[src/sv/sts_pkg.sv]
// ============================================================================
// sts_pkg: shared types and constants of the stereo transient shaper
// Fixed field widths, register indexes, reset values, state encodings and
// the control and status bundles exchanged between the lanes and the top.
// ============================================================================
package sts_pkg;

    // fixed field widths
    localparam int GAIN_W     = 18;  // trim gain, unsigned Q2.16
    localparam int WEIGHT_W   = 24;  // follower weight, unsigned Q0.24
    localparam int TRIM_FRAC  = 16;  // fractional bits of the trimmed sample
    localparam int ENV_GUARD  = 8;   // extra fractional bits of the envelopes
    localparam int RATIO_INT  = 6;   // integer bits of the envelope ratio
    localparam int CHUNK_W    = 24;  // operand slice taken by the lane multipliers

    // configuration port
    localparam int CFG_IDX_W  = 2;
    localparam int CFG_DATA_W = 24;

    localparam logic [CFG_IDX_W-1:0] REG_GAIN_TRIM   = 2'd0;
    localparam logic [CFG_IDX_W-1:0] REG_FAST_WEIGHT = 2'd1;
    localparam logic [CFG_IDX_W-1:0] REG_SLOW_WEIGHT = 2'd2;

    localparam logic [GAIN_W-1:0]   GAIN_RESET = 18'd65536;
    localparam logic [WEIGHT_W-1:0] FAST_RESET = 24'd1276551;
    localparam logic [WEIGHT_W-1:0] SLOW_RESET = 24'd1275370;

    // lane sequencer
    typedef enum logic [3:0] {
        L_IDLE,
        L_ABS,
        L_DIFF,
        L_EMUL,
        L_EUPD,
        L_DINIT,
        L_DIV,
        L_WAIT,
        L_OMUL,
        L_SAT,
        L_DONE
    } lane_state_t;

    // top level sequencer
    typedef enum logic [1:0] {
        T_IDLE,
        T_ENV,
        T_OUT,
        T_PUSH
    } top_state_t;

    // top to lane
    typedef struct packed {
        logic start;     // beat accepted, sample valid this cycle
        logic bank;      // one selects follower bank a
        logic shape_go;  // resolved ratio valid this cycle
    } lane_ctl_t;

    // lane to top
    typedef struct packed {
        logic busy;
        logic div_done;   // envelopes updated, ratio known
        logic has_ratio;  // slow envelope nonzero, quotient is fresh
        logic out_done;   // shaped sample ready
    } lane_sts_t;

endpackage

[src/sv/sts_merge.sv]
// ============================================================================
// sts_merge: ratio resolution across the two lanes
// Picks the ratio each channel applies, falling back to the last ratio
// computed when a lane's slow envelope is zero; left resolves before right.
// ============================================================================
module sts_merge #(
    parameter int RATIO_FRAC_BITS = 16
) (
    input  logic                                            aclk,
    input  logic                                            aresetn,
    input  logic                                            update,
    input  sts_pkg::lane_sts_t                              l_sts,
    input  sts_pkg::lane_sts_t                              r_sts,
    input  logic [sts_pkg::RATIO_INT+RATIO_FRAC_BITS-1:0]   l_quot,
    input  logic [sts_pkg::RATIO_INT+RATIO_FRAC_BITS-1:0]   r_quot,
    output logic [sts_pkg::RATIO_INT+RATIO_FRAC_BITS-1:0]   l_ratio,
    output logic [sts_pkg::RATIO_INT+RATIO_FRAC_BITS-1:0]   r_ratio
);

    localparam int RATIO_W = sts_pkg::RATIO_INT + RATIO_FRAC_BITS;

    logic [RATIO_W-1:0] last_ratio_reg;

    // right may pick up the ratio the left lane just produced
    assign l_ratio = l_sts.has_ratio ? l_quot : last_ratio_reg;
    assign r_ratio = r_sts.has_ratio ? r_quot : l_ratio;

    always_ff @(posedge aclk) begin
        if (!aresetn) begin
            last_ratio_reg <= '0;
        end else if (update) begin
            last_ratio_reg <= r_ratio;
        end
    end

endmodule

[config.mk]
export PLATFORM = sky130hd
export DESIGN_NAME = sts_merge
export DESIGN_NICKNAME = d
export VERILOG_FILES = /design/src/sv/sts_pkg.sv /design/src/sv/sts_merge.sv
export SDC_FILE = /design/constraint.sdc
export NUM_CORES = 1
export LEC_CHECK = 0
export ABC_AREA = 1
export BUFFER_PORTS_ARGS = -buffer_cell sky130_fd_sc_hd__buf_2
export CAP_MARGIN = 25
export CELL_PAD_IN_SITES_DETAIL_PLACEMENT = 1
export CELL_PAD_IN_SITES_GLOBAL_PLACEMENT = 1
export CORE_MARGIN = 3
export CORE_UTILIZATION = 30
export CTS_BUF_LIST = sky130_fd_sc_hd__clkbuf_8
export DETAILED_ROUTE_END_ITERATION = 7
export PLACE_DENSITY_LB_ADDON = 0.1
export RECOVER_POWER = 25
export SKIP_CTS_REPAIR_TIMING = 1
export SKIP_LAST_GASP = 1
export SYNTH_ARGS = -nofsm -noshare
export SYNTH_HDL_FRONTEND = slang
export SYNTH_SLANG_ARGS = --single-unit
[constraint.sdc]
create_clock -name aclk -period 0.95 [get_ports aclk]
set_clock_uncertainty 0.2 [all_clocks]
set_input_delay 0 -clock aclk [delete_from_list [all_inputs] [get_ports aclk]]
set_output_delay 0 -clock aclk [all_outputs]
set_load 0.01 [all_outputs]
==> out/qor.txt, run 1 <==
worst skew pair latency -> 0.26 ns
Vert. Die Dim -> 81.12 um
crit end category -> primary output
mean post-synth cell area -> 7.143 um^2
mux cell area share after synthesis -> 0%
total grt overflow -> 0
Starting Density -> 32.12%
Final Util -> 55.01%
share of layout cells above drive strength 1 -> 85.28%
detailed placer's ending HPWL -> 3872 um
wire length per cell -> 13.00 um
status -> finished with violations
# IOs -> 99
power per cell area -> 1057 nW/um^2
pin count of the biggest net entering global routing -> 26
area leader, netlist -> dfxtp_1
fillers -> 690
Ys Warns -> 0
CTS H-Tree Depth -> 1
Tot Pwr -> 0.003065 W
synth top area cells -> dfxtp_1 (26%), nand2_2 (14%), nand2_1 (11%)
failing checks -> hold timing, setup timing
CP arrival -> 0.98 ns
CORE AREA -> 5270 um^2
critical path class -> reg -> out
Cell variety after synth -> 19
max_cap viols -> 0
CTS Buffer Depth -> 2
flip-flop count of the largest register after layout -> 22
Compound-Gate Fraction of Synth Area -> 17.22%
mapped cell area -> 1693 um^2
vias in the first global route -> 1747
Syn Inst Count -> 237
Startpoint Class -> flop
simple-gate share of the synthesized area -> 45.23%
Setup Viol. Count Final -> 60
Design Area, Final -> 2899 um^2
post-placement cell area -> 2331 um^2
cell family with most CP delay -> flip-flops
Buf/Inv on CP -> 2
Synth Area in Adders -> 0%
crit-path most repeated cell -> nand2_2
Global Route Usage Sum -> 14.88%
Die Wd -> 81.12 um
fin crit share -> 124.0%
Final ANT Viol Nets -> 0
DRT iter0 DRCs -> 52
Fin. Hold Viols -> 22
IO Port Bufs -> 92
worst setup margin -> -0.2277 ns
largest family of logic cells by synthesized area -> simple AND/OR/NAND/NOR gates
Hold Path Class -> in -> reg
CTS tree -> done
Cell Rows -> 26
Worst-path clk slew -> 0.08 ns
fmax -> 849.1 MHz
initial antenna violation count -> 0
routability-driven placement congestion ratio -> 0.7021
root buffer cell -> clkbuf_8
first-pass GRT wire length -> 7824 um
area delta synth->final -> 71.25%
Synth Area in XOR/XNOR -> 0%
DRT Wirelength -> 5590 um
Static Leak -> 1.504 nW
worst-path cell with the longest stage delay -> dfxtp_2
Seq/Total Area, Yosys -> 26.02%
max-slew violations -> 0
worst rel slew slack -> 83.41%
crit-path cells -> nand2_2, nand3_2, nand2_2, inv_2, buf_6
Synth top area share -> 26.02%
RSZ-0062 raised after global routing -> true
# clock sinks -> 22
maximum net fanout on the critical path -> 2
die area -> 6580 um^2
synthesized flop and latch total -> 22
nets -> 416
Initial DRT Pass Iterations -> 4
Vias per Instance -> 4.523
via count -> 1945
Hold Worst Slack -> -0.1086 ns
drt drc -> 0
Max stage delay on crit path -> 0.33 ns
CTS buffer count -> 3
ant diodes -> 0
maximum vdd drop -> 0.5689 mV
Worst-Margin Slew -> 0.2462 ns
Final Critical Period -> 1.178 ns
Worst Path Required -> 0.75 ns
Mapped Nets -> 292
==> stage by stage <==
stage / cells / setup TNS [ns] / setup WS (ns) / hold slack, ns
floorplan: 237 / 0 / 0.05645 / -0.07260
global placement: 400 / -3.077 / -0.08285 / 0.1094
detailed placement: 400 / -3.478 / -0.1138 / 0.1118
CTS: 404 / -8.016 / -0.2685 / -0.1146
global route: 430 / -11.93 / -0.2858 / -0.08613
finish: 430 / -8.681 / -0.2277 / -0.1086
==> routing by layer <==
layer / GRT usage [%] / wire length [um]
met1: 18.82 / 2364
met2: 25.94 / 2874
met3: 4.213 / 335
met4: 1.520 / 15
met5: 0 / 0
==> worst paths after layout <==
check,from,end,slack (ns),depth (start not counted)
max,last_ratio_reg[3]$_SDFFE_PN0P_,r_ratio[3],-0.23,5
min,r_quot[1],last_ratio_reg[1]$_SDFFE_PN0P_,-0.11,4
max reg2reg,last_ratio_reg[20]$_SDFFE_PN0P_,last_ratio_reg[20]$_SDFFE_PN0P_,-0.09,5
min reg2reg,last_ratio_reg[16]$_SDFFE_PN0P_,last_ratio_reg[16]$_SDFFE_PN0P_,0.33,2
==> logic make-up (layout without fill, tap and decap cells) <==
group / Yosys count / after routing
buffers and inverters: 39 / 162
AO/OA/AOI/OAI: 44 / 44
flip-flops: 22 / 22
AND/OR/NAND/NOR: 132 / 132
==> placed cells by master (no fill, tap or decap) <==
cell	instances
a21oi_2	22
buf_12	6
clkbuf_8	4
or2_1	1
nand2_1	22
inv_1	7
nand2_2	64
nand3_2	22
buf_6	32
nand2_4	2
o21ai_0	20
buf_4	29
buf_2	67
inv_2	17
or2_2	21
dfxtp_1	1
dfxtp_2	21
o21ai_1	2
==> cells in the mapped netlist <==
master and n:
a21oi_1 3, inv_2 2, nand2_4 1, nand2_2 38
nand2_1 49, o21ai_0 20, buf_2 4, nand3_1 5
buf_6 5, a21oi_2 19, dfxtp_1 22, inv_1 22
o21ai_1 2, buf_4 1, nand3_2 17, clkbuf_1 3
or2_2 21, clkbuf_2 2, or2_1 1
==> layout make-up <==
| type | instances | area (um^2) | share of cell area [%] |
|---|---|---|---|
| inverters | 24 | 90.09 | 3.107 |
| repair buffers | 134 | 1033 | 35.65 |
| flip-flops and latches | 22 | 466.7 | 16.10 |
| clock buffers | 4 | 55.05 | 1.899 |
| well taps | 70 | 87.58 | 3.021 |
| multi-input cells | 176 | 1166 | 40.22 |
==> tightest hold or removal path: stages <==
cell	delay [ns]
buf_2	0.07
or2_2	0.10
nand2_2	0.05
a21oi_2	0.10
==> where the power goes <==
group | switching [W] | leakage [nW] | internal, W
clock network | 0.000312 | 0.0288 | 0.000369
registers | 0.0000454 | 0.189 | 0.00101
logic | 0.000645 | 1.29 | 0.000686
Power figures use the tool's default switching activity.
==> run 2: changes to the inputs <==
--- a/config.mk
+++ b/config.mk
@@ -12,2 +12,3 @@
 export CELL_PAD_IN_SITES_GLOBAL_PLACEMENT = 1
+export CORE_ASPECT_RATIO = 0.9
 export CORE_MARGIN = 3
@@ -16,3 +17,3 @@
 export DETAILED_ROUTE_END_ITERATION = 7
-export PLACE_DENSITY_LB_ADDON = 0.1
+export PLACE_DENSITY = 0.8
 export RECOVER_POWER = 25
==> constraint.sdc (replaced) <==
create_clock -name aclk -period 0.95 [get_ports aclk]
set_clock_uncertainty 0.2 [all_clocks]
set_input_delay 0.19 -clock aclk [delete_from_list [all_inputs] [get_ports aclk]]
set_output_delay 0.19 -clock aclk [all_outputs]
set_load 0.01 [all_outputs]
==> run 2 against run 1 <==
Against the previous run:
- the flow finishes with violations (setup timing)
- fmax is 15% lower
- first-iteration DRC count fell by 40%
- sequential share of layout area shrank 0.69 points
- worst setup slack worse by 0.20 ns
- die area about the same
- global-route usage increased by 0.94 points
- worst hold slack improved by 0.17 ns
- critical path depth unchanged
- clock-buffer cell count did not move
- wire length is 13% higher
- final area grew 4.8%
- clock power fell by 1%
- critical endpoint unchanged
==> out/qor.txt, run 2 (same netlist as run 1, synthesis figures left out) <==
Vert. Die Dim -> 77.27 um
Final Critical Period -> 1.379 ns
commonest cells after routing, fill and taps aside -> buf_2 (62), nand2_2 (57), buf_6 (43)
flip-flop count of the largest register after layout -> 22
drt drc -> 0
area delta synth->final -> 79.45%
nets -> 420
crit end category -> primary output
RSZ-0062 raised after global routing -> true
total grt overflow -> 0
RR Endpoint -> last_ratio_reg[20]$_SDFFE_PN0P_
Startpoint Class -> flop
crit path to -> r_ratio[3]
status -> finished with violations
Die Wd -> 85.18 um
die area -> 6581 um^2
fmax -> 725.0 MHz
CP arrival -> 0.99 ns
setup slack, reg-to-reg -> -0.22 ns
maximum net fanout on the critical path -> 2
Final ANT Viol Nets -> 0
root buffer cell -> clkbuf_8
Initial DRT Pass Iterations -> 4
CTS H-Tree Depth -> 1
initial antenna violation count -> 0
detailed placer's ending HPWL -> 4198 um
Fin. Hold Viols -> 0
vias in the first global route -> 1971
ant diodes -> 0
Worst-path clk slew -> 0.08 ns
Worst Path Required -> 0.56 ns
critical path class -> reg -> out
reg2reg path depth -> 6
IO Port Bufs -> 92
setup TNS -> -17.62 ns
Cell Rows -> 25
# clock sinks -> 22
fillers -> 678
Tot Pwr -> 0.003212 W
Seq pwr share -> 33.0%
worst skew pair latency -> 0.26 ns
worst rel slew slack -> 86.22%
share of layout cells above drive strength 1 -> 86.26%
CTS tree -> done
first-pass GRT wire length -> 8763 um
worst setup margin -> -0.4293 ns
pin count of the biggest net entering global routing -> 45
Clock power frac -> 21.0%
commonest non-fill, non-tap cell in the layout -> buf_2
DRT iter0 DRCs -> 31
Psw -> 0.001059 W
max-slew violations -> 0
Hold Path Class -> in -> reg
worst reg2reg startpoint -> last_ratio_reg[20]$_SDFFE_PN0P_
Worst-Margin Slew -> 0.2046 ns
CTS buffer count -> 3
maximum vdd drop -> 0.7342 mV
part of the power in combinational logic -> 46.0%
Setup Viol. Count Final -> 66
# IOs -> 99
CTS Buffer Depth -> 2
wire length per cell -> 14.71 um
Global Route Usage Sum -> 15.83%
DRT Wirelength -> 6341 um
Static Leak -> 1.573 nW
CORE AREA -> 5349 um^2
Starting Density -> 31.65%
cell internal pwr -> 0.002154 W
power per cell area -> 1057 nW/um^2
Worst setup startpoint -> last_ratio_reg[3]$_SDFFE_PN0P_
via count -> 2032
failing checks -> setup timing
fin crit share -> 145.2%
Vias per Instance -> 4.715
switching share of power -> 32.96%
routability-driven placement congestion ratio -> 0.7175
max_cap viols -> 0
run 2: cell types whose count changed in the layout (fill, tap and decap cells not counted), moves of 3 or more:
cell,change
or2_4,+17
nand2_1,+6
o21ai_1,+14
buf_6,+11
o21ai_0,-16
inv_2,+5
buf_4,-3
buf_2,-5
or2_2,-17
inv_1,-7
nand2_2,-7
run 2: cell type report:
cell class	instances	area [um^2]	area share, %
sequential	22	467.9	15.40
inverter	24	115.1	3.789
timing repair inverter	2	20.02	0.6590
timing repair buffer	136	1095	36.04
tap	67	83.83	2.759
clock buffer	4	55.05	1.812
multi-input combinational	176	1201	39.54
run 2: stage by stage:
| step | utilization (%) | hold slack [ns] | setup WS [ns] | cells | instance area (um^2) |
|---|---|---|---|---|---|
| after global routing | 56.80 | 0.07430 | -0.4797 | 431 | 3038 |
| final | 56.80 | 0.05844 | -0.4293 | 431 | 3038 |
| after floorplan | - | 0.1476 | -0.1206 | 237 | 1827 |
| after CTS | 48.47 | 0.04216 | -0.4710 | 419 | 2592 |
| after global placement | 47.44 | 0.2911 | -0.4248 | 415 | 2537 |
| after detailed placement | 47.44 | 0.2977 | -0.4507 | 415 | 2537 |
run 2: how the worst min path moves through the flow:
stage | from | end | slack, ns | cells after the start
2_1_floorplan | aresetn | last_ratio_reg[19]$_SDFFE_PN0P_ | 0.15 | 2
3_3_place_gp | last_ratio_reg[17]$_SDFFE_PN0P_ | last_ratio_reg[17]$_SDFFE_PN0P_ | 0.29 | 2
3_5_place_dp | last_ratio_reg[3]$_SDFFE_PN0P_ | last_ratio_reg[3]$_SDFFE_PN0P_ | 0.30 | 2
4_1_cts | aresetn | last_ratio_reg[20]$_SDFFE_PN0P_ | 0.04 | 3
5_1_grt | aresetn | last_ratio_reg[1]$_SDFFE_PN0P_ | 0.07 | 3
6_report | aresetn | last_ratio_reg[19]$_SDFFE_PN0P_ | 0.06 | 3
run 2: layer usage:
| metal | global-route usage, % | wire length, um | up-vias | part of all wire [%] |
|---|---|---|---|---|
| li1 | - | - | 1000 | - |
| met1 | 17.99 | 2503 | 967 | 39 |
| met2 | 29.81 | 3450 | 57 | 54 |
| met3 | 3.974 | 322 | 8 | 5.1 |
| met4 | 2.532 | 63 | 0 | 0.99 |
| met5 | 0 | 0 | - | 0 |
run 2: power groups by stage:
| stage | Clock, W | Combinational (W) | Sequential [W] |
|---|---|---|---|
| after floorplan | 0 | 0.000694 | 0.00105 |
| after global placement | 0 | 0.00116 | 0.00106 |
| after detailed placement | 0 | 0.00119 | 0.00106 |
| after CTS | 0.000711 | 0.00120 | 0.00104 |
| after global routing | 0.000746 | 0.00161 | 0.00107 |
| final | 0.000674 | 0.00148 | 0.00106 |
run 2: worst max-delay path: stages (launching register included):
cell	delay [ns]
dfxtp_2	0.33
nand2_2	0.07
nand3_2	0.08
nand2_2	0.10
inv_2	0.04
buf_6	0.11
